File: src/rtl/qwt_pkg.sv
// qwt_pkg: constants, types and helpers for the quoted word tokenizer
// used by rtl/quoted_word_tokenizer.sv; depends on nothing else

package qwt_pkg;

    localparam int LINE_BITS     = 24;
    localparam int REC_LINE_BITS = 24;
    localparam int BYTE_BITS     = 8;
    localparam int OUT_BITS      = 40;
    localparam int ADDR_BITS     = 3;

    localparam logic [BYTE_BITS-1:0] CH_NL    = 8'h0A;
    localparam logic [BYTE_BITS-1:0] CH_TAB   = 8'h09;
    localparam logic [BYTE_BITS-1:0] CH_SPACE = 8'h20;
    localparam logic [BYTE_BITS-1:0] CH_HASH  = 8'h23;
    localparam logic [BYTE_BITS-1:0] CH_BSL   = 8'h5C;
    localparam logic [BYTE_BITS-1:0] CH_DQ    = 8'h22;
    localparam logic [BYTE_BITS-1:0] CH_SQ    = 8'h27;
    localparam logic [BYTE_BITS-1:0] CH_UC_A  = 8'h41;
    localparam logic [BYTE_BITS-1:0] CH_UC_Z  = 8'h5A;
    localparam logic [BYTE_BITS-1:0] CASE_OFS = 8'h20;

    localparam logic       ACT_DATA = 1'b0;
    localparam logic       ACT_EOS  = 1'b1;

    localparam logic [ADDR_BITS-1:0] ADDR_LOWERCASE = 3'd0;

    typedef logic [LINE_BITS-1:0] t_line;

    typedef struct packed {
        logic [OUT_BITS-37:0]     pad;
        logic                     quote_error;
        logic [REC_LINE_BITS-1:0] record_line;
        logic                     record_done;
        logic                     word_done;
        logic [BYTE_BITS-1:0]     char_out;
        logic                     char_valid;
    } t_result;

    // line counter value narrowed or widened to the reported width
    function automatic logic [REC_LINE_BITS-1:0] to_rec_line(t_line v);
        logic [LINE_BITS+REC_LINE_BITS-1:0] w;
        w = {{REC_LINE_BITS{1'b0}}, v};
        return w[REC_LINE_BITS-1:0];
    endfunction

endpackage

File: src/rtl/quoted_word_tokenizer.sv
// quoted_word_tokenizer: shell-style word and line-record splitter, one byte per cycle unless the output stalls
// depends on rtl/qwt_pkg.sv
//
//  channel   dir  handshake          payload
//  s_*       in   s_tvalid/s_tready  tdata = byte_in, tuser = action
//  m_*       out  m_tvalid/m_tready  tdata = result fields, tlast = stream_done
//  apb       in   psel/penable       reg 0 at 0x0: lowercase_enable
//
// one word in, one word out; result appears the cycle after acceptance
// throughput one word per cycle while m_tready is high, set by the single result register
// s_tready is high while the result register is empty or being drained
// synchronous active-low reset resets flags and counters and marks the result register empty

module quoted_word_tokenizer (
    input  logic                         i_clk,
    input  logic                         i_rst_n,
    input  logic                         s_tvalid,
    output logic                         s_tready,
    input  logic [qwt_pkg::BYTE_BITS-1:0] s_tdata,   // [7:0] byte_in
    input  logic                         s_tuser,   // [0] action
    output logic                         m_tvalid,
    input  logic                         m_tready,
    // [0] char_valid, [8:1] char_out, [9] word_done, [10] record_done,
    // [34:11] record_line, [35] quote_error, [39:36] zero
    output logic [qwt_pkg::OUT_BITS-1:0]  m_tdata,
    output logic                         m_tlast,   // stream_done
    input  logic                         psel,
    input  logic                         penable,
    input  logic                         pwrite,
    input  logic [qwt_pkg::ADDR_BITS-1:0] paddr,
    input  logic [31:0]                  pwdata,
    output logic [31:0]                  prdata,
    output logic                         pready
);

    logic             r_lower;
    logic             r_dq, r_sq, r_comment, r_esc, r_word_open, r_rhw, r_await;
    qwt_pkg::t_line   r_nl, r_start;
    logic             n_dq, n_sq, n_comment, n_esc, n_word_open, n_rhw, n_await;
    qwt_pkg::t_line   n_nl, n_start;

    logic             r_m_valid;
    qwt_pkg::t_result r_res, n_res;
    logic             r_last, n_last;

    logic             accept;
    logic             quoted;
    logic             rhw_now;
    logic             comment_now;
    logic [qwt_pkg::BYTE_BITS-1:0] c;
    qwt_pkg::t_line   nl_inc;

    assign pready   = 1'b1;
    assign prdata   = (paddr == qwt_pkg::ADDR_LOWERCASE) ? {31'd0, r_lower} : 32'd0;
    assign s_tready = !r_m_valid || m_tready;
    assign accept   = s_tvalid && s_tready;
    assign m_tvalid = r_m_valid;
    assign m_tdata  = r_res;
    assign m_tlast  = r_last;

    assign c      = s_tdata;
    assign quoted = r_dq || r_sq;
    assign nl_inc = r_nl + qwt_pkg::t_line'(1);

    always_comb begin
        n_dq        = r_dq;
        n_sq        = r_sq;
        n_comment   = r_comment;
        n_esc       = r_esc;
        n_word_open = r_word_open;
        n_rhw       = r_rhw;
        n_await     = r_await;
        n_nl        = r_nl;
        n_start     = r_start;
        n_res       = '0;
        n_last      = 1'b0;
        rhw_now     = 1'b0;
        comment_now = 1'b0;
        if (s_tuser == qwt_pkg::ACT_EOS) begin
            n_last = 1'b1;
            if (r_esc) begin
                n_res.char_valid = 1'b1;
                n_res.char_out   = qwt_pkg::CH_BSL;
                if (r_await) begin
                    n_start = nl_inc;
                end
            end
            n_res.quote_error = quoted;
            n_res.word_done   = r_word_open || r_esc;
            rhw_now           = r_rhw || r_word_open || r_esc;
            if (rhw_now) begin
                n_res.record_done = 1'b1;
                n_res.record_line = qwt_pkg::to_rec_line(n_start);
            end
            n_dq        = 1'b0;
            n_sq        = 1'b0;
            n_comment   = 1'b0;
            n_esc       = 1'b0;
            n_word_open = 1'b0;
            n_rhw       = 1'b0;
            n_await     = 1'b1;
            n_nl        = '0;
            n_start     = '0;
        end else if (r_esc) begin
            n_esc = 1'b0;
            if (r_await) begin
                n_start = nl_inc;
                n_await = 1'b0;
            end
            if (c == qwt_pkg::CH_NL) begin
                n_nl = nl_inc;
            end
            n_word_open      = 1'b1;
            n_res.char_valid = 1'b1;
            n_res.char_out   = c;
        end else begin
            if (c == qwt_pkg::CH_NL) begin
                n_nl = nl_inc;
            end
            if (c == qwt_pkg::CH_NL && !quoted) begin
                n_comment       = 1'b0;
                n_res.word_done = r_word_open;
                n_word_open     = 1'b0;
                rhw_now         = r_rhw || r_word_open;
                if (rhw_now) begin
                    n_res.record_done = 1'b1;
                    n_res.record_line = qwt_pkg::to_rec_line(r_start);
                    n_await           = 1'b1;
                end
                n_rhw = 1'b0;
            end else begin
                comment_now = r_comment || (c == qwt_pkg::CH_HASH && !quoted);
                n_comment   = comment_now;
                priority if (comment_now) begin
                    n_comment = 1'b1;
                end else if (c == qwt_pkg::CH_BSL) begin
                    n_esc = 1'b1;
                end else if (c == qwt_pkg::CH_DQ && !r_sq) begin
                    n_dq = !r_dq;
                end else if (c == qwt_pkg::CH_SQ && !r_dq) begin
                    n_sq = !r_sq;
                end else if (!quoted && (c == qwt_pkg::CH_SPACE || c == qwt_pkg::CH_TAB)) begin
                    n_res.word_done = r_word_open;
                    n_word_open     = 1'b0;
                    if (r_word_open) begin
                        n_rhw = 1'b1;
                    end
                end else begin
                    if (r_await) begin
                        n_start = n_nl + qwt_pkg::t_line'(1);
                        n_await = 1'b0;
                    end
                    n_word_open      = 1'b1;
                    n_res.char_valid = 1'b1;
                    if (r_lower && c >= qwt_pkg::CH_UC_A && c <= qwt_pkg::CH_UC_Z) begin
                        n_res.char_out = c + qwt_pkg::CASE_OFS;
                    end else begin
                        n_res.char_out = c;
                    end
                end
            end
        end
    end

    always_ff @(posedge i_clk) begin
        if (!i_rst_n) begin
            r_lower     <= 1'b0;
            r_dq        <= 1'b0;
            r_sq        <= 1'b0;
            r_comment   <= 1'b0;
            r_esc       <= 1'b0;
            r_word_open <= 1'b0;
            r_rhw       <= 1'b0;
            r_await     <= 1'b1;
            r_nl        <= '0;
            r_start     <= '0;
            r_m_valid   <= 1'b0;
        end else begin
            if (psel && penable && pwrite && pready && paddr == qwt_pkg::ADDR_LOWERCASE) begin
                r_lower <= pwdata[0];
            end
            if (accept) begin
                r_dq        <= n_dq;
                r_sq        <= n_sq;
                r_comment   <= n_comment;
                r_esc       <= n_esc;
                r_word_open <= n_word_open;
                r_rhw       <= n_rhw;
                r_await     <= n_await;
                r_nl        <= n_nl;
                r_start     <= n_start;
                r_m_valid   <= 1'b1;
            end else if (m_tready) begin
                r_m_valid <= 1'b0;
            end
        end
    end

    always_ff @(posedge i_clk) begin
        if (accept) begin
            r_res  <= n_res;
            r_last <= n_last;
        end
    end

    a_rst_empty: assert property (@(posedge i_clk) !i_rst_n |=> !m_tvalid)
        else $error("result register not empty after reset");

    a_qerr_eos: assert property (@(posedge i_clk) disable iff (!i_rst_n)
        m_tvalid && !m_tlast |-> !m_tdata[35])
        else $error("quote error outside end of stream");

    a_word_no_char: assert property (@(posedge i_clk) disable iff (!i_rst_n)
        m_tvalid && !m_tlast && m_tdata[9] |-> !m_tdata[0])
        else $error("word closed on a byte that was appended");

    a_eos_clears: assert property (@(posedge i_clk) disable iff (!i_rst_n)
        accept && s_tuser == qwt_pkg::ACT_EOS
        |=> r_nl == '0 && !r_word_open && !r_esc && r_await)
        else $error("state not cleared after end of stream");

    a_no_char_zero: assert property (@(posedge i_clk) disable iff (!i_rst_n)
        m_tvalid && !m_tdata[0] |-> m_tdata[8:1] == '0)
        else $error("char_out set without char_valid");

endmodule
File: config.mk
export PLATFORM = sky130hd
export DESIGN_NAME = quoted_word_tokenizer
export DESIGN_NICKNAME = d
export VERILOG_FILES = /design/src/rtl/qwt_pkg.sv /design/src/rtl/quoted_word_tokenizer.sv
export SDC_FILE = /design/constraint.sdc
export NUM_CORES = 1
export LEC_CHECK = 0
export ABC_AREA = 0
export BUFFER_PORTS_ARGS = -buffer_cell sky130_fd_sc_hd__buf_2
export CAP_MARGIN = 25
export CORE_MARGIN = 2
export CORE_UTILIZATION = 51
export DETAILED_ROUTE_END_ITERATION = 10
export PLACE_DENSITY_LB_ADDON = 0.05
export RECOVER_POWER = 100
export SYNTH_ARGS = -nofsm -noshare
export SYNTH_HDL_FRONTEND = slang
export SYNTH_SLANG_ARGS = --single-unit
File: constraint.sdc
create_clock -name i_clk -period 2.8 [get_ports i_clk]
set_input_delay 0.14 -clock i_clk [delete_from_list [all_inputs] [get_ports i_clk]]
set_output_delay 0.14 -clock i_clk [all_outputs]
set_load 0.01 [all_outputs]
==> results.json <==
{
  "cts-htree-levels": 3,
  "hold_viol_final": 0,
  "cp.arrival_ps": 2980,
  "synth_cell_types": 71,
  "crit_path_start_kind": "flip-flop",
  "min-delay-path-class": "input pin to flip-flop",
  "multi_input_area_um2": 3910,
  "path_class": "flip-flop to flip-flop",
  "clk_pin_slew_worst_paths_ps": 70,
  "seqCellArea_um2": 2260,
  "die_h_um": 117,
  "slowest_delay_ps": 350,
  "avgSynthCellArea_um2": 7.87,
  "critPathMaxFanout": 9,
  "via_count": 6314,
  "drv_slew": 0,
  "drtAntennaViolNets": 0,
  "tightest_slew_ps": 1490,
  "drc": 0,
  "syn_area_um2": 6500,
  "drv_cap": 0,
  "finalSetupTns_ps": 0,
  "antenna_found_initial": 0,
  "cts_tree": "built",
  "finalCriticalPeriod_ps": 2730,
  "n_antenna_cell": 0,
  "grt_pass1_vias": 5499,
  "fin_crit_sh_pct": 97.6,
  "status": "finished clean",
  "pwr-share-clk_pct": 43.5,
  "routedWlPerCell_um": 17.2,
  "dp_hpwl_mm": 12.9,
  "synth.top_cell.area_share_pct": 17.6,
  "cp_cell_sequence": "buf_4 > nand4_2 > or3_1 > buf_4 > o2111a_1 > o31a_1 > and3_1 > a41oi_2 > xnor2_2 > o311a_1",
  "switching_power_uw": 769,
  "cts_root_buf": "clkbuf_16",
  "postCtsHoldBufs": 0,
  "path_common_cell": "buf_4",
  "area_growth_pct": 16.7,
  "synthArstFlopShare_pct": 0,
  "seq_area_frac_synth_pct": 34.6,
  "cp_slowest_cell": "dfxtp_2",
  "finalNonFillerCells": 1084,
  "cp-end-kind": "flip-flop",
  "max_slew_margin_pct": 0.776,
  "critPathTopFamily": "compound AO/OA/AOI/OAI gates",
  "drt_iter0_drc": 642,
  "hold_ws_ps": 27.3,
  "final_cell_area_um2": 7590,
  "ys_ff_latch": 94,
  "io_buffers": 59,
  "final-setup-viol-count": 0,
  "core_area_um2": 12500,
  "cts.sinks": 94,
  "setup_ws_ps": 66.5,
  "grt_usage_pct": 27.0,
  "pwr-share-seq_pct": 47.1,
  "synth_cells": 826,
  "fp.dieArea_um2": 13700,
  "powerDensity_nw_per_um2": 411,
  "ir_drop_v": 0.000219,
  "final_layout_size_suffix_gt1_share_pct": 15.9,
  "dr.pass1.iters": 5,
  "synth_edf_count": 37,
  "yosysMostFrequentCell": "nor2_1",
  "dp.cells": 1068,
  "finClkSkew_ps": 8.88,
  "globalplace.congestion": 0.922,
  "die_w_um": 117,
  "synth_top_area_cell": "dfxtp_1",
  "required_ps": 3040,
  "dpl_cell_area_um2": 7210,
  "start_util_pct": 51.9,
  "switching_share_pct": 24.7,
  "n_fill_cell": 1156,
  "synthTopCellsByCount": "nor2_1, a21oi_1, nand2_1, dfxtp_1, o21ai_0",
  "clock.fmax_mhz": 366,
  "grt_max_degree": 51,
  "yosys_warnings": 0,
  "pre_cts_slack_ps": 22.1,
  "vias_per_cell": 5.82,
  "synth_ff_type": "dfxtp_1",
  "finish.net_count": 962,
  "p_int_mw": 2.35,
  "numCtsBuffers": 9,
  "grt_first_pass_wirelength_mm": 28.8,
  "clk_path_buf_depth": 2,
  "worstPathBufferInverterCount": 2,
  "pwr-share-comb_pct": 9.5,
  "clk_latency_ps": 350,
  "gr-total-overflow": 0,
  "io_pins": 127,
  "p_leak_nw": 2.76,
  "rows": 41,
  "routed_wirelength_mm": 18.6,
  "synthTopCellsByArea": "dfxtp_1, edfxtp_1, a21oi_1"
}
-- registers in the layout (all words and copies together), names as in the netlist --
name / count
m_tdata: 36
m_tlast: 1
m_tvalid: 1
r_await: 1
r_comment: 1
r_dq: 1
r_esc: 1
r_lower: 1
r_nl: 24
r_rhw: 1
r_sq: 1
r_start: 24
r_word_open: 1
-- cell type report --
type	count	share of cell area, %
Sequential cell	94	29.8
Multi-Input combinational cell	652	51.5
Tap cell	172	2.84
Inverter	12	0.594
Clock buffer	10	3.15
Clock inverter	5	1.09
Timing Repair Buffer	139	11.1
-- power groups by stage --
stage	clock network (mW)	logic [mW]	registers, mW
finish	1.35	0.295	1.47
global route	1.42	0.326	1.47
CTS	1.37	0.301	1.46
detailed placement	0	0.299	1.50
global placement	0	0.296	1.49
floorplan	0	0.205	1.51
-- logic make-up (layout without fill, tap and decap cells) --
group           count (synthesis)  count (layout)  synth area share, %
mux                            12              12                 1.85
buf+inv                       114             166                 9.20
compound gates                226             226                 21.1
other cells                     2              36                0.116
xor+xnor                       55              55                 7.41
flops                          94              94                 34.6
simple gates                  320             320                 25.1
fa+ha+maj                       3               3                0.578
-- repair_timing --
item                                    in CTS  in global routing
gates resized for setup                      0                 24
endpoints found under the setup margin       0                 11
buffers inserted                             0                  2
-- worst reg2reg max path: stages (launching register included) --
cell      delay (ps)
dfxtp_2          350
buf_4            140
nand4_2          100
or3_1            350
buf_4            200
o2111a_1         280
o31a_1           330
and3_1           230
a41oi_2          240
xnor2_2          110
o311a_1          290
-- per-layer routing --
metal / vias up / wire length (um) / track usage [%]
met5: - / 0 / 0
met4: 0 / 209 / 7.22
met3: 20 / 1320 / 2.83
met2: 274 / 8270 / 40.7
met1: 2969 / 8840 / 41.3
li1: 3051 / - / -
-- worst paths after layout --
path,startpoint,end,slack [ps],cells after the start
setup reg to reg,r_nl[1],r_start[19],70,10
hold / removal,s_tvalid,m_tvalid,30,3
setup / recovery,r_nl[1],r_start[19],70,10
hold reg to reg,r_start[10],r_start[10],470,2
-- stage by stage --
step	utilization [%]	power, mW
after global routing	60.6	3.21
final	60.6	3.12
after global placement	57.6	1.79
after CTS	60.2	3.14
after detailed placement	57.6	1.79
after floorplan	-	1.72
-- placed cells by master (no fill, tap or decap), types with 3 or more instances in the layout --
master     synthesis  final
a211oi_1           7      7
a21o_1             6      6
a21oi_1           88     87
a22oi_1           17     17
a31oi_1            7      7
and2_0             0      3
and2_1             6      4
and3_1             7      7
buf_2             10     16
buf_4             36     70
clkbuf_1          48     48
clkbuf_16          0      9
conb_1             2     36
dfxtp_1           57     53
dfxtp_2            0      4
edfxtp_1          37     37
inv_1             10      9
mux2i_1           12     12
nand2_1           88     88
nand2b_1           4      4
nand3_1           19     18
nand3b_1           5      5
nand4_1            9      9
nand4b_1           5      5
nor2_1            90     90
nor2b_1            7      7
nor3_1            27     25
nor4_1            15      9
nor4_2             0      4
nor4_4             1      3
o211ai_1          17     17
o21a_1             3      3
o21ai_0           53     53
o31a_1             3      3
o31ai_1            5      5
or3_1              9      8
or4_1              5      4
xnor2_1           40     38
xor2_1            15     15
Power figures use the tool's default switching activity.
